--- config.mk ---
export PLATFORM = sky130hd
export DESIGN_NAME = pgwf_split_cell
export DESIGN_NICKNAME = d
export VERILOG_FILES = /design/src/rtl/pgwf_pkg.sv /design/src/rtl/pgwf_split_cell.sv
export SDC_FILE = /design/constraint.sdc
export NUM_CORES = 2
export LEC_CHECK = 0
export BUFFER_PORTS_ARGS = -buffer_cell sky130_fd_sc_hd__buf_4
export CELL_PAD_IN_SITES_DETAIL_PLACEMENT = 0
export CELL_PAD_IN_SITES_GLOBAL_PLACEMENT = 1
export CORE_MARGIN = 5
export CORE_UTILIZATION = 30
export DETAILED_ROUTE_END_ITERATION = 16
export MAX_ROUTING_LAYER = met4
export PLACE_DENSITY = 0.49
export SLEW_MARGIN = 20
export SYNTH_ARGS = -nofsm -noshare
export SYNTH_HDL_FRONTEND = slang
export SYNTH_SLANG_ARGS = --single-unit
--- constraint.sdc ---
create_clock -name clk -period 9.5 [get_ports clk]
set_input_delay 0.475 -clock clk [delete_from_list [all_inputs] [get_ports clk]]
set_output_delay 0.475 -clock clk [all_outputs]
set_load 0.01 [all_outputs]
--- src/rtl/pgwf_pkg.sv ---
// Shared types, widths and register codes of the peer group window filter.
package pgwf_pkg;

  localparam int BLOCK_DEFAULT = 3;
  localparam int NMAX = 25;   // largest window, 5 x 5
  localparam int PW   = 5;    // position and count width
  localparam int SW   = 13;   // sum of differences
  localparam int QW   = 21;   // sum of squared differences
  localparam int AW   = 27;   // group scatter terms
  localparam int NNW  = 18;   // mean difference term
  localparam int DDW  = 31;   // combined scatter
  localparam int DENW = 39;   // discriminant denominator
  localparam int NUMW = 36;   // discriminant numerator
  localparam int CSW  = 29;   // weighted pixel sum
  localparam int WSW  = 21;   // weight sum
  localparam int NDW  = 30;   // dividend of the rounded mean
  localparam int DW   = 22;   // divisor of the rounded mean

  localparam logic [7:0]  ALPHA_RESET    = 8'd16;
  localparam logic [7:0]  ALPHA_FALLBACK = 8'd16;
  localparam logic [15:0] W0_RESET = 16'd65535;
  localparam logic [15:0] W1_RESET = 16'd39749;
  localparam logic [15:0] W2_RESET = 16'd24109;
  localparam logic [15:0] W4_RESET = 16'd8869;
  localparam logic [15:0] W5_RESET = 16'd5379;
  localparam logic [15:0] W8_RESET = 16'd1200;

  typedef enum logic [2:0] {
    CFG_ALPHA = 3'd0,
    CFG_W0    = 3'd1,
    CFG_W1    = 3'd2,
    CFG_W2    = 3'd3,
    CFG_W4    = 3'd4,
    CFG_W5    = 3'd5,
    CFG_W8    = 3'd6
  } cfg_idx_t;

  // Window context handed from split cell to split cell.
  typedef struct packed {
    logic [NMAX-1:0][7:0]    pix;
    logic [NMAX-1:0][7:0]    d;
    logic [NMAX-1:0][PW-1:0] pos;
    logic [SW-1:0]           stot;
    logic [QW-1:0]           qtot;
    logic [SW-1:0]           s1;
    logic [QW-1:0]           q1;
    logic [PW-1:0]           best;
    logic [NUMW-1:0]         bnum;
    logic [DENW-1:0]         bden;
  } ctx_t;

  // Partial quotient and result fields handed along the divider cells.
  typedef struct packed {
    logic [NDW-1:0] rem;
    logic [DW-1:0]  dvs;
    logic [7:0]     quo;
    logic [7:0]     center;
    logic           wzero;
    logic [PW-1:0]  count;
    logic           imp;
  } div_t;

endpackage

--- src/rtl/pgwf_split_cell.sv ---
// One split cell: scores split K of the sorted differences and keeps the best.
module pgwf_split_cell #(
  parameter int N = pgwf_pkg::BLOCK_DEFAULT * pgwf_pkg::BLOCK_DEFAULT,
  parameter int K = 1
) (
  input  logic            clk,
  input  logic            rst_n,
  input  logic            en,
  input  logic            in_valid,
  input  pgwf_pkg::ctx_t  in_ctx,
  output logic            out_valid,
  output pgwf_pkg::ctx_t  out_ctx
);

  localparam int R   = N - K;
  localparam int KR  = K * R;
  localparam int LOW = 20;
  localparam int HI  = pgwf_pkg::DENW - LOW;
  localparam int PRW = pgwf_pkg::NUMW + pgwf_pkg::DENW;

  logic [5:0] v_r;
  pgwf_pkg::ctx_t ca_r, cb_r, cc_r, cd_r, ce_r, cf_r;

  logic [pgwf_pkg::AW-1:0]   kq1_r, s1sq_r, rq2_r, s2sq_r;
  logic [pgwf_pkg::NNW-1:0]  s1r_r, s2k_r;
  logic [pgwf_pkg::DDW-1:0]  ar_r, bk_r;
  logic [pgwf_pkg::NUMW-1:0] num_c_r, num_d_r;
  logic [pgwf_pkg::DENW-1:0] den_r;
  logic [pgwf_pkg::NUMW+LOW-1:0] p1l_r, p2l_r;
  logic [pgwf_pkg::NUMW+HI-1:0]  p1h_r, p2h_r;
  logic [pgwf_pkg::NUMW-1:0] num_e_r;
  logic [pgwf_pkg::DENW-1:0] den_e_r;

  logic [7:0] dk;
  logic [pgwf_pkg::SW-1:0] s2;
  logic [pgwf_pkg::QW-1:0] q2;
  logic [pgwf_pkg::AW-1:0] a_sc, b_sc;
  logic [pgwf_pkg::NNW-1:0] nn;
  logic [pgwf_pkg::DDW-1:0] dd;
  logic [PRW-1:0] p1, p2;
  logic take;

  assign dk   = in_ctx.d[K-1];
  assign s2   = ca_r.stot - ca_r.s1;
  assign q2   = ca_r.qtot - ca_r.q1;
  assign a_sc = kq1_r - s1sq_r;
  assign b_sc = rq2_r - s2sq_r;
  assign nn   = (s1r_r >= s2k_r) ? (s1r_r - s2k_r) : (s2k_r - s1r_r);
  assign dd   = ar_r + bk_r;
  assign p1   = (PRW'(p1h_r) << LOW) + PRW'(p1l_r);
  assign p2   = (PRW'(p2h_r) << LOW) + PRW'(p2l_r);
  assign take = (K == 1) || (p1 >= p2);

  always_ff @(posedge clk) begin
    if (!rst_n) begin
      v_r <= '0;
    end else if (en) begin
      v_r <= {v_r[4:0], in_valid};
    end
  end

  always_ff @(posedge clk) begin
    if (en) begin
      // Add the next sorted difference to the head group.
      ca_r    <= in_ctx;
      ca_r.s1 <= in_ctx.s1 + pgwf_pkg::SW'(dk);
      ca_r.q1 <= in_ctx.q1 + pgwf_pkg::QW'(dk * dk);
      // Products of group counts and sums.
      cb_r   <= ca_r;
      kq1_r  <= pgwf_pkg::AW'(K) * pgwf_pkg::AW'(ca_r.q1);
      s1sq_r <= pgwf_pkg::AW'(ca_r.s1) * pgwf_pkg::AW'(ca_r.s1);
      rq2_r  <= pgwf_pkg::AW'(R) * pgwf_pkg::AW'(q2);
      s2sq_r <= pgwf_pkg::AW'(s2) * pgwf_pkg::AW'(s2);
      s1r_r  <= pgwf_pkg::NNW'(ca_r.s1) * pgwf_pkg::NNW'(R);
      s2k_r  <= pgwf_pkg::NNW'(s2) * pgwf_pkg::NNW'(K);
      // Scatters weighted by the other group's count, and squared mean gap.
      cc_r    <= cb_r;
      ar_r    <= pgwf_pkg::DDW'(a_sc) * pgwf_pkg::DDW'(R);
      bk_r    <= pgwf_pkg::DDW'(b_sc) * pgwf_pkg::DDW'(K);
      num_c_r <= pgwf_pkg::NUMW'(nn) * pgwf_pkg::NUMW'(nn);
      // Denominator; a zero scatter counts as K*R.
      cd_r    <= cc_r;
      num_d_r <= num_c_r;
      den_r   <= (dd != '0) ? pgwf_pkg::DENW'(KR) * pgwf_pkg::DENW'(dd)
                            : pgwf_pkg::DENW'(KR * KR);
      // Cross products in halves.
      ce_r    <= cd_r;
      num_e_r <= num_d_r;
      den_e_r <= den_r;
      p1l_r   <= (pgwf_pkg::NUMW+LOW)'(num_d_r) * (pgwf_pkg::NUMW+LOW)'(cd_r.bden[LOW-1:0]);
      p1h_r   <= (pgwf_pkg::NUMW+HI)'(num_d_r) *
                 (pgwf_pkg::NUMW+HI)'(cd_r.bden[pgwf_pkg::DENW-1:LOW]);
      p2l_r   <= (pgwf_pkg::NUMW+LOW)'(cd_r.bnum) * (pgwf_pkg::NUMW+LOW)'(den_r[LOW-1:0]);
      p2h_r   <= (pgwf_pkg::NUMW+HI)'(cd_r.bnum) *
                 (pgwf_pkg::NUMW+HI)'(den_r[pgwf_pkg::DENW-1:LOW]);
      // Later splits win ties.
      cf_r <= ce_r;
      if (take) begin
        cf_r.bnum <= num_e_r;
        cf_r.bden <= den_e_r;
        cf_r.best <= pgwf_pkg::PW'(K);
      end
    end
  end

  assign out_valid = v_r[5];
  assign out_ctx   = cf_r;

endmodule

==> results.toml <==
[global_route]
global_route.usage.total = 0.121
first_global_vias = 69200
globalRoute.totalOverflow = 0
grt_max_degree = 201
grt_first_pass_wirelength_um = 441000
grt_antenna_before_repair = 63

[timing]
timing_worst_slew_pin_value_ps = 1240
hold_viol = 0
final_setup_violating_endpoints = 0
period_needed_ps = 9020
max_freq_ghz = 0.111
setup_slack_ps = 479
clock_skew_ps = 124
final.setup.tns_ps = 0
slew_headroom = 0.174
number_of_pins_with_negative_max_slew_slack_in_the_final_report = 0
grt_setup_unrepaired = "no"
final_min_period_over_clock_period = 0.950

[setup_path]
critical_path_most_common_cell = "sky130_fd_sc_hd__fa_1"
reg2reg_to = "num_c_r[32]"
worst-endpoint-arrival_ps = 9660
setup.reg_to_reg.worst_slack_ps = 480
nature_of_the_critical_path_startpoint = "flip-flop"
worst-endpoint-required_ps = 10140
reg2reg_from = "cb_r[101]"
timing.critical_path.to_type = "flip-flop"
cpPeakStageDelay_ps = 570
path_class = "flip-flop to flip-flop"
crit_slowest_cell = "sky130_fd_sc_hd__fa_1"
r2r_cells = 33
path_max_fanout = 13

[flow_run]
maxCapViolCount = 0

[worst_hold_path]
type_of_the_tightest_min_delay_check = "primary input to flip-flop"
hold_end = "ca_r[97]"
timing.hold.worst_path_depth = 4
holdCritStartpoint = "in_ctx[96]"

[synth]
synth_top_cell_by_area = "sky130_fd_sc_hd__edfxtp_1"
synth-edff-count = 3922
yosysSeqAreaShare = 0.818
synthesized_instance_count = 7131
synth-async-reset-ratio = 0
synth.top_cells.by_area = "sky130_fd_sc_hd__edfxtp_1, sky130_fd_sc_hd__fa_1, sky130_fd_sc_hd__ha_1"
yosys.cell_types.count = 81
ys_warn_count = 0
post_synth.cell_area_avg_um2 = 20.2
synthFlopType = "sky130_fd_sc_hd__edfxtp_1"
synth-seq-cells = 3928
share_of_the_synthesized_area_in_the_top_cell_type = 0.817
synth.cell_area_um2 = 144000

[final_layout]
n_fill_cell = 44200
final_cell_mix = "sky130_fd_sc_hd__edfxtp_1, sky130_fd_sc_hd__buf_4, sky130_fd_sc_hd__inv_1"
multi_input_comb_area_um2 = 23100
final_cell_area_um2 = 182000
layout.cells.non_filler = 16300
layout_nets = 11000
final_layout_size_suffix_gt1_frac = 0.204
area.sequential_um2 = 118000
areaGrowthSynthToFinish_pct = 26.2
most_common_library_cell_in_the_layout_ignoring_fill_and_taps = "sky130_fd_sc_hd__edfxtp_1"

[die]
initial_utilization = 0.301
design.core.area_um2 = 479000
dieHeight_um = 703
floorplan.rows = 254
fp.dieW_um = 703
area_enclosed_by_the_die_boundary_um2 = 494000
design.portCount = 1351

[drt]
vias = 66600
via_density = 4.10
routed_wire_length_per_instance_um = 18.5
detail_route.drc_violations = 0
drt_pass1_iterations = 8
initialDrtViolationCount = 4875
residual_antenna_violating_net_count_after_detailed_routing = 0
route.final.wire_length_um = 301000

[clock_tree]
cts.root.buffer_cell = "sky130_fd_sc_hd__clkbuf_16"
count_of_h_tree_levels_built_during_cts = 5
numClockSinks = 3928
cts.reportedPaths.clkPinSlew_ps = 60
cts.path.max_buffers = 4
cts_tree = "yes"
tritoncts.num_buffers = 418
clock_insertion_delay_worst_skew_ps = 980

[place]
post_dp_cell_area_um2 = 163000
preCtsSetupSlack_ps = -145
post-dp-hpwl_um = 209000
placed_cells_incl_taps = 14900
buffer_ports.inserted = 1256
place_congestion = 0.798

[run_status]
status = "complete, no violations"
## area by class of cell
class,instances,area share
timing repair buffer,1976,0.0911
inverter,786,0.0162
multi-input combinational,2369,0.127
clock buffer,531,0.0600
clock inverter,229,0.0132
tap,6400,0.0440
sequential,3928,0.648
antenna,31,0.000426
## what timing repair did
| action | in CTS | in global routing |
|---|---|---|
| hold buffers | 588 | 0 |
| endpoints found under the hold margin | 613 | 0 |
| endpoints found under the setup margin | 3 | 8 |
| buffers inserted | 0 | 8 |
| resized for setup | 1 | 14 |
| pin swaps | 0 | 1 |
## logic make-up (layout without fill, tap and decap cells)
kind of cell | count (synthesis) | count (layout) | synth area share
xor+xnor | 206 | 206 | 0.0126
compound gates | 473 | 473 | 0.0216
buf+inv | 847 | 3522 | 0.0225
flops | 3928 | 3928 | 0.818
mux | 21 | 21 | 0.00150
simple gates | 790 | 790 | 0.0253
fa+ha+maj | 864 | 864 | 0.0986
other cells | 2 | 46 | 0.0000521
## critical path: cells and delay by family (launching register included)
kind,cells,cell delay (ps)
AOI/OAI and AO/OA,12,2320
xor gates and xnor gates,1,170
adders and majority gates,8,3760
buffers and inverters,6,830
DFF,1,400
muxes,2,440
and+or+nand+nor,4,810
## worst max path at each step
stage,start,endpoint,slack (ps),cells past startpoint
2_1_floorplan,s2k_r[0],num_c_r[34],690,34
3_3_place_gp,cb_r[101],num_c_r[35],-40,35
3_5_place_dp,cb_r[101],num_c_r[35],-140,35
4_1_cts,cb_r[101],num_c_r[35],8,33
5_1_grt,cb_r[101],num_c_r[32],3,34
6_report,cb_r[101],num_c_r[32],480,33
## synth_stat cells, types with 6 or more instances
cell                        count
sky130_fd_sc_hd__o21a_1        25
sky130_fd_sc_hd__a2111oi_0      8
sky130_fd_sc_hd__and2_1        55
sky130_fd_sc_hd__nand4_1       10
sky130_fd_sc_hd__buf_4         15
sky130_fd_sc_hd__o21bai_1      25
sky130_fd_sc_hd__nand3_1       45
sky130_fd_sc_hd__clkinv_1      11
sky130_fd_sc_hd__mux2i_1       16
sky130_fd_sc_hd__inv_2          8
sky130_fd_sc_hd__clkbuf_1      44
sky130_fd_sc_hd__nand2_1      230
sky130_fd_sc_hd__a21boi_0       8
sky130_fd_sc_hd__a31oi_1       13
sky130_fd_sc_hd__nor2_1       269
sky130_fd_sc_hd__o31ai_1       13
sky130_fd_sc_hd__dfxtp_1        6
sky130_fd_sc_hd__or2_2         15
sky130_fd_sc_hd__nor2b_1       26
sky130_fd_sc_hd__nand2b_1      20
sky130_fd_sc_hd__a21oi_1      137
sky130_fd_sc_hd__or4_1          9
sky130_fd_sc_hd__a41oi_1        7
sky130_fd_sc_hd__xnor2_1      146
sky130_fd_sc_hd__edfxtp_1    3922
sky130_fd_sc_hd__a21o_1        66
sky130_fd_sc_hd__ha_1         410
sky130_fd_sc_hd__and3_1        20
sky130_fd_sc_hd__xor2_1        59
sky130_fd_sc_hd__a41o_1         6
sky130_fd_sc_hd__fa_1         454
sky130_fd_sc_hd__o21ai_0       72
sky130_fd_sc_hd__a221oi_1       6
sky130_fd_sc_hd__inv_1        767
sky130_fd_sc_hd__nor3_1        45
sky130_fd_sc_hd__o211ai_1      12
sky130_fd_sc_hd__a211oi_1      24
sky130_fd_sc_hd__o21ai_1        6
sky130_fd_sc_hd__a31o_2         7
sky130_fd_sc_hd__or3_1         14
## routing by layer
layer	part of all wire	wire length, µm	up-vias	track usage
met2	0.50	149000	1488	0.201
met1	0.40	122000	33600	0.145
li1	-	-	31000	-
met4	0.035	10400	0	0.0385
met5	0	0	-	-
met3	0.065	19500	545	0.0317
## registers in the layout, summed over array words and instances, names as in the netlist, 30 cells and up
name	cells
ce_r	593
out_ctx	658
den_r	30
ca_r	593
cd_r	593
cc_r	593
num_d_r	35
den_e_r	30
cb_r	572
num_e_r	35
num_c_r	35
## stage by stage
stage,hold slack (ps),utilization
6_report,143,0.380
5_1_grt,66.3,0.380
4_1_cts,7.10,0.380
3_5_place_dp,405,0.340
3_3_place_gp,400,0.340
2_1_floorplan,400,-
Power is left out: the tool's default activity adds up to more than one toggle a clock period on the data nets, which glitch-free logic cannot reach.
