[config.mk]
export PLATFORM = sky130hd
export DESIGN_NAME = pgwf_div_cell
export DESIGN_NICKNAME = d
export VERILOG_FILES = /design/src/rtl/pgwf_pkg.sv /design/src/rtl/pgwf_div_cell.sv
export SDC_FILE = /design/constraint.sdc
export NUM_CORES = 1
export LEC_CHECK = 0
export BUFFER_PORTS_ARGS = -buffer_cell sky130_fd_sc_hd__buf_2
export CORE_ASPECT_RATIO = 0.75
export CORE_MARGIN = 8
export CORE_UTILIZATION = 25
export CTS_CLUSTER_SIZE = 16
export DETAILED_ROUTE_END_ITERATION = 8
export SLEW_MARGIN = 20
export SYNTH_ARGS = -nofsm -noshare
export SYNTH_HDL_FRONTEND = slang
export SYNTH_SLANG_ARGS = --single-unit
[constraint.sdc]
create_clock -name clk -period 3.55 [get_ports clk]
set_input_delay 0.71 -clock clk [delete_from_list [all_inputs] [get_ports clk]]
set_output_delay 0.71 -clock clk [all_outputs]
set_load 0.05 [all_outputs]
[src/rtl/pgwf_pkg.sv]
// Shared types, widths and register codes of the peer group window filter.
package pgwf_pkg;

  localparam int BLOCK_DEFAULT = 3;
  localparam int NMAX = 25;   // largest window, 5 x 5
  localparam int PW   = 5;    // position and count width
  localparam int SW   = 13;   // sum of differences
  localparam int QW   = 21;   // sum of squared differences
  localparam int AW   = 27;   // group scatter terms
  localparam int NNW  = 18;   // mean difference term
  localparam int DDW  = 31;   // combined scatter
  localparam int DENW = 39;   // discriminant denominator
  localparam int NUMW = 36;   // discriminant numerator
  localparam int CSW  = 29;   // weighted pixel sum
  localparam int WSW  = 21;   // weight sum
  localparam int NDW  = 30;   // dividend of the rounded mean
  localparam int DW   = 22;   // divisor of the rounded mean

  localparam logic [7:0]  ALPHA_RESET    = 8'd16;
  localparam logic [7:0]  ALPHA_FALLBACK = 8'd16;
  localparam logic [15:0] W0_RESET = 16'd65535;
  localparam logic [15:0] W1_RESET = 16'd39749;
  localparam logic [15:0] W2_RESET = 16'd24109;
  localparam logic [15:0] W4_RESET = 16'd8869;
  localparam logic [15:0] W5_RESET = 16'd5379;
  localparam logic [15:0] W8_RESET = 16'd1200;

  typedef enum logic [2:0] {
    CFG_ALPHA = 3'd0,
    CFG_W0    = 3'd1,
    CFG_W1    = 3'd2,
    CFG_W2    = 3'd3,
    CFG_W4    = 3'd4,
    CFG_W5    = 3'd5,
    CFG_W8    = 3'd6
  } cfg_idx_t;

  // Window context handed from split cell to split cell.
  typedef struct packed {
    logic [NMAX-1:0][7:0]    pix;
    logic [NMAX-1:0][7:0]    d;
    logic [NMAX-1:0][PW-1:0] pos;
    logic [SW-1:0]           stot;
    logic [QW-1:0]           qtot;
    logic [SW-1:0]           s1;
    logic [QW-1:0]           q1;
    logic [PW-1:0]           best;
    logic [NUMW-1:0]         bnum;
    logic [DENW-1:0]         bden;
  } ctx_t;

  // Partial quotient and result fields handed along the divider cells.
  typedef struct packed {
    logic [NDW-1:0] rem;
    logic [DW-1:0]  dvs;
    logic [7:0]     quo;
    logic [7:0]     center;
    logic           wzero;
    logic [PW-1:0]  count;
    logic           imp;
  } div_t;

endpackage

[src/rtl/pgwf_div_cell.sv]
// One divider cell: settles one quotient bit of the rounded weighted mean.
module pgwf_div_cell #(
  parameter int BIT = 0
) (
  input  logic           clk,
  input  logic           rst_n,
  input  logic           en,
  input  logic           in_valid,
  input  pgwf_pkg::div_t in_div,
  output logic           out_valid,
  output pgwf_pkg::div_t out_div
);

  logic valid_r;
  pgwf_pkg::div_t div_r;
  logic [pgwf_pkg::NDW-1:0] sub;

  assign sub = pgwf_pkg::NDW'(in_div.dvs) << BIT;

  always_ff @(posedge clk) begin
    if (!rst_n) begin
      valid_r <= 1'b0;
    end else if (en) begin
      valid_r <= in_valid;
    end
  end

  always_ff @(posedge clk) begin
    if (en) begin
      div_r <= in_div;
      if (in_div.rem >= sub) begin
        div_r.rem      <= in_div.rem - sub;
        div_r.quo[BIT] <= 1'b1;
      end
    end
  end

  assign out_valid = valid_r;
  assign out_div   = div_r;

endmodule

==> results of run 1 <==
-- cell families (layout without fill, tap and decap cells) --
logic type / count (synthesis) / count (layout) / share of synthesized area, %
compound gates: 86 / 86 / 13.8
xor+xnor: 27 / 27 / 5.85
fa+ha+maj: 23 / 23 / 7.30
buf+inv: 39 / 212 / 3.96
flops: 76 / 76 / 56.2
mux: 5 / 5 / 1.36
simple gates: 93 / 93 / 11.5
-- worst paths after layout --
path            endpoint  depth (start not counted)
min reg2reg    out_valid                          2
max reg2reg    out_valid                          2
min            out_valid                          2
max          out_div[49]                          9
-- layer usage --
layer	vias up	track usage, %
li1	1623	-
met1	1501	14.9
met2	123	17.7
met3	10	5.14
met4	4	3.23
met5	-	0
-- synth_stat cells (2+ instances only) --
library cell,n
sky130_fd_sc_hd__a21o_1,11
sky130_fd_sc_hd__a21boi_0,2
sky130_fd_sc_hd__o31ai_1,2
sky130_fd_sc_hd__mux2_2,4
sky130_fd_sc_hd__nand2b_1,3
sky130_fd_sc_hd__nor3_1,8
sky130_fd_sc_hd__a311oi_1,2
sky130_fd_sc_hd__nor4_2,2
sky130_fd_sc_hd__nor4_1,3
sky130_fd_sc_hd__ha_1,22
sky130_fd_sc_hd__o21a_1,2
sky130_fd_sc_hd__nor2_1,30
sky130_fd_sc_hd__o21ai_0,11
sky130_fd_sc_hd__a31oi_1,2
sky130_fd_sc_hd__nand3_1,6
sky130_fd_sc_hd__xor2_1,12
sky130_fd_sc_hd__nand4_1,4
sky130_fd_sc_hd__inv_1,29
sky130_fd_sc_hd__edfxtp_1,75
sky130_fd_sc_hd__clkbuf_1,4
sky130_fd_sc_hd__o211ai_1,3
sky130_fd_sc_hd__nand2_1,23
sky130_fd_sc_hd__a21oi_1,37
sky130_fd_sc_hd__o21bai_1,4
sky130_fd_sc_hd__nor2b_1,4
sky130_fd_sc_hd__xnor2_1,15
sky130_fd_sc_hd__buf_2,5
sky130_fd_sc_hd__and2_1,2
-- sequential cells by signal (all words and copies together) (netlist names) --
signal,count
out_div,75
out_valid,1
-- stage by stage --
| stage | setup slack [ns] | hold WS, ns |
|---|---|---|
| after global placement | 0.157 | 0.492 |
| final | 0.468 | 0.512 |
| after floorplan | 0.505 | 0.743 |
| after detailed placement | 0.0978 | 0.502 |
| after global routing | 0.263 | 0.524 |
| after CTS | 0.465 | 0.514 |
-- area by class of cell --
| type | instances | area share, % |
|---|---|---|
| Inverter | 29 | 1.99 |
| Clock buffer | 10 | 4.19 |
| Sequential cell | 76 | 41.6 |
| Multi-Input combinational cell | 234 | 29.5 |
| Timing Repair Buffer | 167 | 15.9 |
| Tap cell | 210 | 4.81 |
| Clock inverter | 6 | 2.04 |
-- power breakdown --
part	total, mW	switching [mW]	leakage (nW)	internal, mW
sequential	1.12	0.0216	0.743	1.10
combinational	0.807	0.579	1.48	0.228
clock	1.05	0.363	0.163	0.688
total	2.98	0.963	2.38	2.02
-- worst register-to-register path: stages, from the launching register on --
cell and delay (ns):
sky130_fd_sc_hd__dfxtp_1 0.30, sky130_fd_sc_hd__mux2i_1 0.12, sky130_fd_sc_hd__nor2b_1 0.06
==> results.md, run 1 <==
- The startpoint of the worst hold path is out_valid.
- STA puts the critical path data arrival time at 3.17 ns.
- The final max-slew violation count is 0.
- For this run, the number of Yosys warnings is 0.
- The clock buffer count from CTS is 9.
- The die outline height is around 130 um.
- The post-synthesis sequential element count is 76.
- The maximum number of buffers from clock root to sink is 2.
- Clock tree synthesis found a total of 76 sinks.
- In the global route stage, overall resource usage came out at a little under an eighth.
- The highest layer used for signal routing is met5.
- The number of DRC violations after detailed-routing iteration 0 is around 140.
- After the flow finishes, the layout carries non-filler instances totaling 732.
- The detail-routed net length per standard cell is 16.4 um.
- The path class of the tightest hold or removal check is flip-flop to flip-flop.
- The run finished with clean final reports.
- Entering global routing, the biggest net connects 77 pins.
- Synthesis produced a netlist whose cell count is about 350.
- The diode insertion count for antenna repair is 0.
- The via count of the first global-routing pass came to 3443.
- The core footprint is ~16000 um^2.
- The cell at the root of the clock tree is sky130_fd_sc_hd__clkbuf_16.
- The async set or reset register ratio after synthesis is 0%.
- The total power is about 3.0 mW.
- For flop-to-flop paths, the worst setup slack is 2.96 ns.
- The cell class contributing the biggest share of worst-path delay is simple AND/OR/NAND/NOR gates.
- Across the VDD grid, the largest voltage drop is approximately 0.00022 V.
- The congestion estimate from routability-driven global placement came to between 0.8 and 0.9.
- Relative to the synthesized area, the layout overhead comes to 35.2%.
- Tracing the worst setup path back leads to its startpoint at in_div[33].
- In this run the static leakage power is 2.38 nW.
- The slowest stage of the critical path is the sky130_fd_sc_hd__or4_4 cell.
- The relative slew slack is between 30% and 40%.
- The fill cell total of the finished layout is 1657.
- The number of resized instances in the post-cts repair step is 0.
- Power spread over the standard cell area amounts to 545 nW/um^2.
- Across the run, the number of max-cap violations was 0.
- The biggest area contributor in the post-synthesis netlist is sky130_fd_sc_hd__edfxtp_1.
- For this run, the detailed router's first-pass iteration total came to 4.
- When the netlist entered floorplanning its net count stood at 451.
- The clock reaches the later pin of the worst-skew pair after ~0.33 ns.
- The mean area per synthesized cell is around 12 um^2.
- Setup repair after global routing left no endpoint under its margin.
- The final-report setup violation count is 0.
- The initial utilization of the core area, before any placement, comes to approximately a quarter.
- The global-route congestion overflow total is 0.
- The delay of the slowest critical-path stage is approximately 0.58 ns.
- The count of nets left with antenna violations once routing finished came out at 0.
- In the final timing run, aggregate negative setup slack is 0 ns.
- The area occupied by multi-input gates is between 1500 and 2000 um^2.
- Leaving out fill and tap cells, the most frequent cell in the layout is sky130_fd_sc_hd__buf_2.
- The number of setup buffers added after CTS is 0.
- The die is about 160 um wide.
- In this run the cell area measured after placement is 5130 um^2.
- The final number of hold-violating endpoints is 0.
- The number of nets at the end of the flow is between 600 and 700.
- STA classifies the critical path endpoint as a flip-flop.
- In this run the core area contains 40 standard-cell rows.
- The global-route wire length before repair is roughly 19000 um.
- The number of enable flip-flop cells after synthesis is 75.
- After synthesis, flip-flops and latches occupy between 50% and 60% of the total area.
- Traced cell by cell, the critical path runs through buf_2 -> inv_1 -> ha_1 -> nand4_1 -> or4_4 -> o41ai_4 -> a211o_1 -> buf_4 -> mux2_2.
- For the worst setup path, the data required time is approximately 3.6 ns.
- The distinct cell type count after synthesis is 50.
- The routed design has ~12000 um of wire.
- The total met2 wirelength after detailed routing is 5240 um.
- The type of the worst setup path is input pin to flip-flop.
- The actual transition at the worst max-transition pin is 1.00 ns.
- The prevailing post-synth register cell is sky130_fd_sc_hd__edfxtp_1.
- The post-CTS clock slew at the launch and capture registers of the worst setup and hold paths is about 0.06 ns.
- The worst path needs 3.08 ns of the cycle, external delays included.
- The routed length on met1 is ~5500 um.
- Sorting the synthesized cells by area gives the leading types as sky130_fd_sc_hd__edfxtp_1 56%, sky130_fd_sc_hd__ha_1 6.8%, sky130_fd_sc_hd__a21oi_1 4.6%.
- The CTS tree is done.
- Leaving out fill and tap cells, the most frequent cells in the layout are 153 x sky130_fd_sc_hd__buf_2, 75 x sky130_fd_sc_hd__edfxtp_1, 37 x sky130_fd_sc_hd__a21oi_1.
- After detailed routing, the met3 layer carries about 1100 um of wire.
- The final critical path takes up about 87% of the cycle.
- The routed layout has between 3000 and 4000 vias.
- roughly 160 I/O pins were placed.
- In the routed design, unresolved DRC markers number 0.
- The area taken by flip-flops and latches is 2270 um^2.
- STA classifies the critical path startpoint as an input pin.
- The quantity of I/O buffers inserted on ports is ~150.
- Once layout is done, the placed cells without fillers occupy 5470 um^2.
- The wire-length estimate of the detail-placed layout is 9650 um.
- Counting both buffers and inverters, the worst setup path holds a total of 3.
- Along the worst path, the maximum fanout reaches 15.
- The clock tree skew after final layout is 0 ns.
- After clock tree synthesis, the flow added hold-fix buffers numbering 0.
- Dividing the detail-routed via count by the number of cells gives ~4.5.
- In this run, placement finished with an instance count of between 700 and 800.
- The number of H-tree levels is 3.
- The maximum clock frequency is between 300 and 400 MHz.
- The utilization after layout is 34.4%.
- The number of antenna violations at the first check in global routing is 2.
- The proportion of layout cells with a drive suffix above 1 is 36.8%.
- The post-synthesis instance area is 4050 um^2.
- The top cell type's share of synthesized area is a little under three fifths.
- The worst register-to-register path begins at out_valid.
- The area enclosed by the die boundary is between 20000 and 25000 um^2.
Note: power is estimated with default switching activity, not from simulation.
==> inputs of run 2 (changes only) <==
==> constraint.sdc (replaced) <==
create_clock -name clk -period 3.1 [get_ports clk]
set_input_delay 0.62 -clock clk [delete_from_list [all_inputs] [get_ports clk]]
set_output_delay 0.62 -clock clk [all_outputs]
set_load 0.05 [all_outputs]
==> run 2 against run 1 <==
Effect of this change:
- global-route usage up 0.33 points
- combinational power up 21%
- first-iteration DRC count is 39% higher
- non-clock buffer count is 30 higher
- flip-flop and latch count unchanged
- clock skew unchanged
- setup slack got worse by 0.27 ns
- cell area up 4.8%
- clock power rose by 17%
- highest routed layer unchanged
- critical path depth increased by 2
- cell count grew 4.2%
- critical endpoint is now out_div[72]
==> results.md, run 2 (synthesis results as in run 1) <==
- The kind of launch point of the worst setup path is an input pin (unchanged).
- The number of nets at the end of the flow is 649 (was 619).
- The area enclosed by the die boundary is 20500 um^2 (unchanged).
- The area occupied by multi-input gates is 1620 um^2 (was 1610 um^2).
- The actual transition at the worst max-transition pin is 0.664 ns (was 1.00 ns).
- The post-cts hold buffer count is 0 (unchanged).
- The capturing element type of the critical path is a flip-flop (unchanged).
- The global-route congestion overflow total is 0 (unchanged).
- The combined global-route utilization of all metal layers is 12.1% (was 11.7%).
- For this run, the top clock speed supported by timing is around 350 MHz.
- The period utilization is between 90% and 100%.
- The final design area excluding fillers is 5730 um^2 (was 5470 um^2).
- The CTS tree is done (unchanged).
- The critical path required time came to 3.18 ns (was 3.64 ns).
- The maximum number of buffers from clock root to sink is 2 (unchanged).
- The quantity of I/O buffers inserted on ports is 154 (unchanged).
- The max-capacitance violation count is 0 (unchanged).
- The final cell count without fillers is 763 (was 732).
- The clock tree skew after final layout is 0 ns (unchanged).
- The clock network latency to the later pin of the worst-skew pair is 0.34 ns (was 0.33 ns).
- The die outline height is 126 um (unchanged).
- The final number of hold-violating endpoints is 0 (unchanged).
- The via count of the first global-routing pass is 3649 (was 3443).
- The TritonCTS sink count is 76 (unchanged).
- The routability congestion estimate is 0.863 (was 0.871).
- The leading cell type in the layout, fill and taps excluded is sky130_fd_sc_hd__buf_2 (unchanged).
- The fill cell total of the finished layout is 1628 (was 1657).
- The worst hold-check slack is 0.451 ns (was 0.512 ns).
- The number of resized instances in the post-cts repair step is 0 (unchanged).
- The peak ir drop on the vdd network is 0.000282 V (was 0.000217 V).
- The DRC violation count after routing is 0 (unchanged).
- The area taken by flip-flops and latches is 2270 um^2 (unchanged).
- The worst min-delay path class was input pin to flip-flop (was flip-flop to flip-flop).
- The residual antenna-violating net count after detailed routing is 0 (unchanged).
- The maximum number of pins on one net before global-route repair is 44 (was 77).
- The detailed-route via count was 3397 (was 3261).
- The boundary pin count is 155 (unchanged).
- The x dimension of the die came to 163 um (unchanged).
- The power density relative to cell area is 610 nW/um^2 (was 545 nW/um^2).
- The type of the worst setup path is input pin to flip-flop (unchanged).
- The number of setup buffers added after CTS is 0 (unchanged).
- The total power came to 3.50 mW (was 2.98 mW).
- The number of antenna violations at the first check in global routing is 2 (unchanged).
- RSZ-0062 raised after global routing: false (unchanged).
- The final-report setup violation count was 0 (unchanged).
- The core footprint came to 15900 um^2 (unchanged).
- The final critical delay including setup and external delays is just under 3 ns.
- The pre-CTS setup slack is -0.237 ns (was 0.0978 ns).
- Result of the run: finished, final reports clean (unchanged).
- The count of placed standard cells including taps is 746 (was 716).
- The number of flip-flops in the largest register is 75 (unchanged).
- The final max-slew violation count is 0 (unchanged).
- The data arrival time of the worst path is 2.98 ns (was 3.17 ns).
- The cell at the root of the clock tree was sky130_fd_sc_hd__clkbuf_16 (unchanged).
- Commonest non-fill, non-tap cells in the layout: 153 x sky130_fd_sc_hd__buf_2, 75 x sky130_fd_sc_hd__edfxtp_1, 43 x sky130_fd_sc_hd__buf_4 (was 153 x sky130_fd_sc_hd__buf_2, 75 x sky130_fd_sc_hd__edfxtp_1, 37 x sky130_fd_sc_hd__a21oi_1).
- The critical-path maximum fanout is 7 (was 15).
- The initial standard-cell utilization of the core is 25.4% (unchanged).
- The relative slew slack is 55.3% (was 33.3%).
- The detail-routed net length per standard cell is 16.0 um (was 16.4 um).
- The standard cell area after detailed placement is 5370 um^2 (was 5130 um^2).
- The ratio of routed vias to standard cells is 4.45 (about the same).
- The placed wire-length estimate came to 10000 um (was 9650 um).
- The clock buffer count from CTS was 9 (unchanged).
- The global-route wire length before repair is 19400 um (was 18700 um).
- The proportion of layout cells with a drive suffix above 1 came to 40.6% (was 36.8%).
- The post-CTS clock slew at the launch and capture registers of the worst setup and hold paths is 0.06 ns (about the same).
- The number of core rows is 40 (unchanged).
- The first-pass iteration count of the detailed router is 4 (unchanged).
- The number of H-tree levels is 3 (unchanged).
- The final setup slack of the worst path came to 0.201 ns (was 0.468 ns).
- The total leakage power was 2.54 nW (was 2.38 nW).
- The number of DRC violations after detailed-routing iteration 0 is 187 (was 135).
- The area growth from synthesis to final layout is 41.6% (was 35.2%).
- The total detailed-routing wirelength was 12200 um (was 12000 um).
[run 2: path summary, 6_finish.rpt]
check | start | endpoint | slack [ns] | cells past startpoint
hold / removal | in_div[19] | out_div[19] | 0.45 | 1
setup / recovery | in_div[33] | out_div[72] | 0.20 | 11
hold reg to reg | out_valid | out_valid | 0.52 | 2
setup reg to reg | out_valid | out_valid | 2.51 | 2
[run 2: cell type report]
type                       instances  share of cell area (%)
antenna                            1                  0.0437
clock buffer                      11                    4.24
clock inverter                     5                    1.88
inverter                          29                    1.90
multi-input combinational        234                    28.3
sequential                        76                    39.7
tap                              210                    4.59
timing repair buffer             197                    19.3
[run 2: metal layers]
| metal | up-vias | wire, um | part of all wire, % | global-route usage [%] |
|---|---|---|---|---|
| met1 | 1566 | 5490 | 45 | 15.3 |
| met3 | 14 | 1230 | 10 | 5.14 |
| li1 | 1679 | - | - | - |
| met2 | 136 | 5310 | 44 | 18.5 |
| met5 | - | 13 | 0.11 | 0 |
| met4 | 2 | 131 | 1.1 | 3.07 |
[run 2: critical path: stages]
cell                       delay, ns
sky130_fd_sc_hd__buf_2          0.09
sky130_fd_sc_hd__inv_1          0.05
sky130_fd_sc_hd__ha_1           0.39
sky130_fd_sc_hd__nand4_1        0.22
sky130_fd_sc_hd__or4_4          0.58
sky130_fd_sc_hd__o41ai_4        0.24
sky130_fd_sc_hd__a211o_1        0.21
sky130_fd_sc_hd__buf_4          0.14
sky130_fd_sc_hd__nand2b_4       0.07
sky130_fd_sc_hd__nor4_2         0.28
sky130_fd_sc_hd__xor2_1         0.10
[run 2: metrics by stage]
stage	utilization, %	setup TNS (ns)
detailed placement	33.7	-3.03
floorplan	-	0
global route	36.0	0
global placement	33.7	-0.887
finish	36.0	0
CTS	35.9	0
[run 2: power by group]
part,internal [mW],switching [mW]
Sequential,1.26,0.0251
Combinational,0.298,0.677
Clock,0.813,0.422
==> inputs of run 3 (changes only) <==
--- a/config.mk
+++ b/config.mk
@@ -11,6 +11,7 @@
 export CORE_UTILIZATION = 25
 export CTS_CLUSTER_SIZE = 16
 export DETAILED_ROUTE_END_ITERATION = 8
+export PLACE_DENSITY = 0.52
 export SLEW_MARGIN = 20
 export SYNTH_ARGS = -nofsm -noshare
 export SYNTH_HDL_FRONTEND = slang
==> run 3 against run 2 <==
Effect of this change:
- largest cell class unchanged
- critical endpoint is now out_div[54]
- highest routed layer unchanged
- largest power group unchanged
- critical path type unchanged
- flip-flop and latch count stayed put
- sequential power hardly changed
- register-to-register slack hardly changed
- setup slack worse by 0.056 ns
- first-iteration DRC count is 18% lower
- wire length is 1.4% higher
- clock power is 9% lower
==> results.md, run 3 (synthesis results as in run 1) <==
- The x dimension of the die was 163 um (unchanged).
- The detailed-route via count is 3320 (was 3397).
- The wire length on met3 is 1130 um (was 1230 um).
- The final number of hold-violating endpoints is 0 (unchanged).
- The number of DRC violations after detailed-routing iteration 0 is 153 (was 187).
- The relative slew slack is 61.5% (was 55.3%).
- The initial standard-cell utilization of the core is 25.4% (unchanged).
- The area growth from synthesis to final layout is 40.6% (was 41.6%).
- The routed length on met1 came to 5860 um (was 5490 um).
- The capturing element type of the critical path is a flip-flop (unchanged).
- The sum of buffers and inverters on the critical path is 3 (unchanged).
- The minimum setup slack among reg-to-reg paths is 2.51 ns (about the same).
- The number of antenna violations at the first check in global routing is 1 (was 2).
- The routability congestion estimate is 0.817 (was 0.863).
- The die outline height is 126 um (unchanged).
- The critical path required time is 3.19 ns (was 3.18 ns).
- The data arrival time of the worst path is 3.05 ns (was 2.98 ns).
- The maximum clock frequency is 338 MHz (was 345 MHz).
- The via count of the first global-routing pass came to 3600 (was 3649).
- The boundary pin count is 155 (unchanged).
- The highest-delay cell along the critical path is sky130_fd_sc_hd__or4_4 (unchanged).
- The clock tree skew after final layout is 0 ns (unchanged).
- Worst-path cell chain: buf_2 -> inv_1 -> ha_1 -> nand4_1 -> or4_4 -> o41ai_4 -> a211o_1 -> buf_4 -> mux2_2 (was buf_2 -> inv_1 -> ha_1 -> nand4_1 -> or4_4 -> o41ai_4 -> a211o_1 -> buf_4 -> nand2b_4 -> nor4_2 -> xor2_1).
- RSZ-0062 raised after global routing: false (unchanged).
- The first-pass iteration count of the detailed router is 4 (unchanged).
- The total detailed-routing wirelength is 12300 um (was 12200 um).
- The area enclosed by the die boundary is 20500 um^2 (unchanged).
- The power density relative to cell area is 595 nW/um^2 (was 610 nW/um^2).
- The clock network latency to the later pin of the worst-skew pair is 0.34 ns (about the same).
- The actual transition at the worst max-transition pin was 0.573 ns (was 0.664 ns).
- The number of setup buffers added after CTS is 0 (unchanged).
- The number of core rows is 40 (unchanged).
- The utilization after layout is 35.7% (was 36.0%).
- The max-capacitance violation count came to 0 (unchanged).
- The total leakage power is 2.52 nW (was 2.54 nW).
- The maximum number of pins on one net before global-route repair is 48 (was 44).
- The core footprint is 15900 um^2 (unchanged).
- The fill cell total of the finished layout came to 1623 (was 1628).
- The critical-path maximum fanout came to 7 (unchanged).
- The cell at the root of the clock tree is sky130_fd_sc_hd__clkbuf_16 (unchanged).
- The number of flip-flops in the largest register is 75 (unchanged).
- The kind of launch point of the worst setup path is an input pin (unchanged).
- The ratio of routed vias to standard cells was 4.36 (was 4.45).
- The setup TNS is 0 ns (unchanged).
- The final critical delay including setup and external delays is 2.95 ns (was 2.90 ns).
- The placed wire-length estimate is 10100 um (was 10000 um).
- The residual antenna-violating net count after detailed routing is 0 (unchanged).
- The combined global-route utilization of all metal layers was 12.1% (about the same).
- The peak ir drop on the vdd network came to 0.000248 V (was 0.000282 V).
- The number of nets at the end of the flow is 649 (unchanged).
- The period utilization is 95.3% (was 93.5%).
- The CTS tree is done (unchanged).
- Result of the run: finished, final reports clean (unchanged).
- The quantity of I/O buffers inserted on ports was 154 (unchanged).
- The detail-routed net length per standard cell is 16.2 um (was 16.0 um).
- The final max-slew violation count was 0 (unchanged).
- The standard cell area after detailed placement was 5370 um^2 (unchanged).
- The TritonCTS sink count is 76 (unchanged).
- The type of the worst setup path is input pin to flip-flop (unchanged).
- The highest layer used for signal routing is met5 (unchanged).
- The global-route wire length before repair is 19400 um (about the same).
- The cell class contributing the biggest share of worst-path delay was simple AND/OR/NAND/NOR gates (unchanged).
- The delay of the slowest critical-path stage is 0.60 ns (was 0.58 ns).
- The clock buffer count from CTS is 9 (unchanged).
- The global-route congestion overflow total was 0 (unchanged).
- The final-report setup violation count is 0 (unchanged).
- The total met2 wirelength after detailed routing was 5170 um (was 5310 um).
- The leading cell type in the layout, fill and taps excluded is sky130_fd_sc_hd__buf_2 (unchanged).
- Commonest non-fill, non-tap cells in the layout: 153 x sky130_fd_sc_hd__buf_2, 75 x sky130_fd_sc_hd__edfxtp_1, 43 x sky130_fd_sc_hd__buf_4 (unchanged).
- The proportion of layout cells with a drive suffix above 1 is 40.5% (was 40.6%).
- The worst min-delay path class is input pin to flip-flop (unchanged).
- The number of H-tree levels is 3 (unchanged).
- The DRC violation count after routing is 0 (unchanged).
- The final design area excluding fillers is 5690 um^2 (was 5730 um^2).
- The post-CTS clock slew at the launch and capture registers of the worst setup and hold paths was 0.06 ns (about the same).
- The maximum number of buffers from clock root to sink came to 2 (unchanged).
[run 3: changes by cell type in the layout (fill, tap and decap cells not counted), sizes merged]
cell    previous run  this run
clkinv             1         3
clkbuf            11         9
bufinv             3         2
[run 3: worst reg2reg max path: cells and delay by family (launching register included)]
family           cells  cell delay, ns
multiplexers         1            0.12
AND/OR/NAND/NOR      1            0.06
flip-flops           1            0.30
[run 3: final cells by class]
type	instances	area, um^2	area share, %
diodes	1	2.50	0.0440
clock buffers	9	225	3.96
clock inverters	6	87.6	1.54
inverters	29	109	1.91
multi-input cells	234	1620	28.5
flip-flops and latches	76	2270	40.0
well taps	210	263	4.62
repair buffers	197	1110	19.5
[run 3: through the flow]
stage / std cells / hold slack [ns] / setup slack [ns] / power, mW
global placement: 746 / 0.490 / -0.115 / 2.29
floorplan: 349 / 0.719 / 0.145 / 1.97
global route: 761 / 0.433 / 0.00704 / 3.55
CTS: 761 / 0.429 / 0.0999 / 3.45
detailed placement: 746 / 0.513 / -0.263 / 2.30
finish: 762 / 0.455 / 0.145 / 3.38
[run 3: final timing paths]
check / startpoint / end / cells past startpoint
max reg2reg: out_valid / out_valid / 2
max: in_div[33] / out_div[54] / 9
min: in_div[19] / out_div[19] / 1
min reg2reg: out_valid / out_valid / 2
[run 3: what timing repair did]
action | CTS | global route
hold buffers | 0 | 0
setup endpoints to repair | 0 | 15
resized for setup | 0 | 1
[run 3: routing by layer]
layer | GRT usage (%) | up-vias
met2 | 17.9 | 109
met5 | 0 | -
li1 | - | 1682
met3 | 5.05 | 17
met1 | 15.5 | 1510
met4 | 3.88 | 2
[run 3: where the power goes]
part,internal (mW),leakage (nW),switching (mW)
clock,0.701,0.156,0.414
combinational,0.300,1.62,0.680
sequential,1.26,0.743,0.0264
total,2.26,2.52,1.12
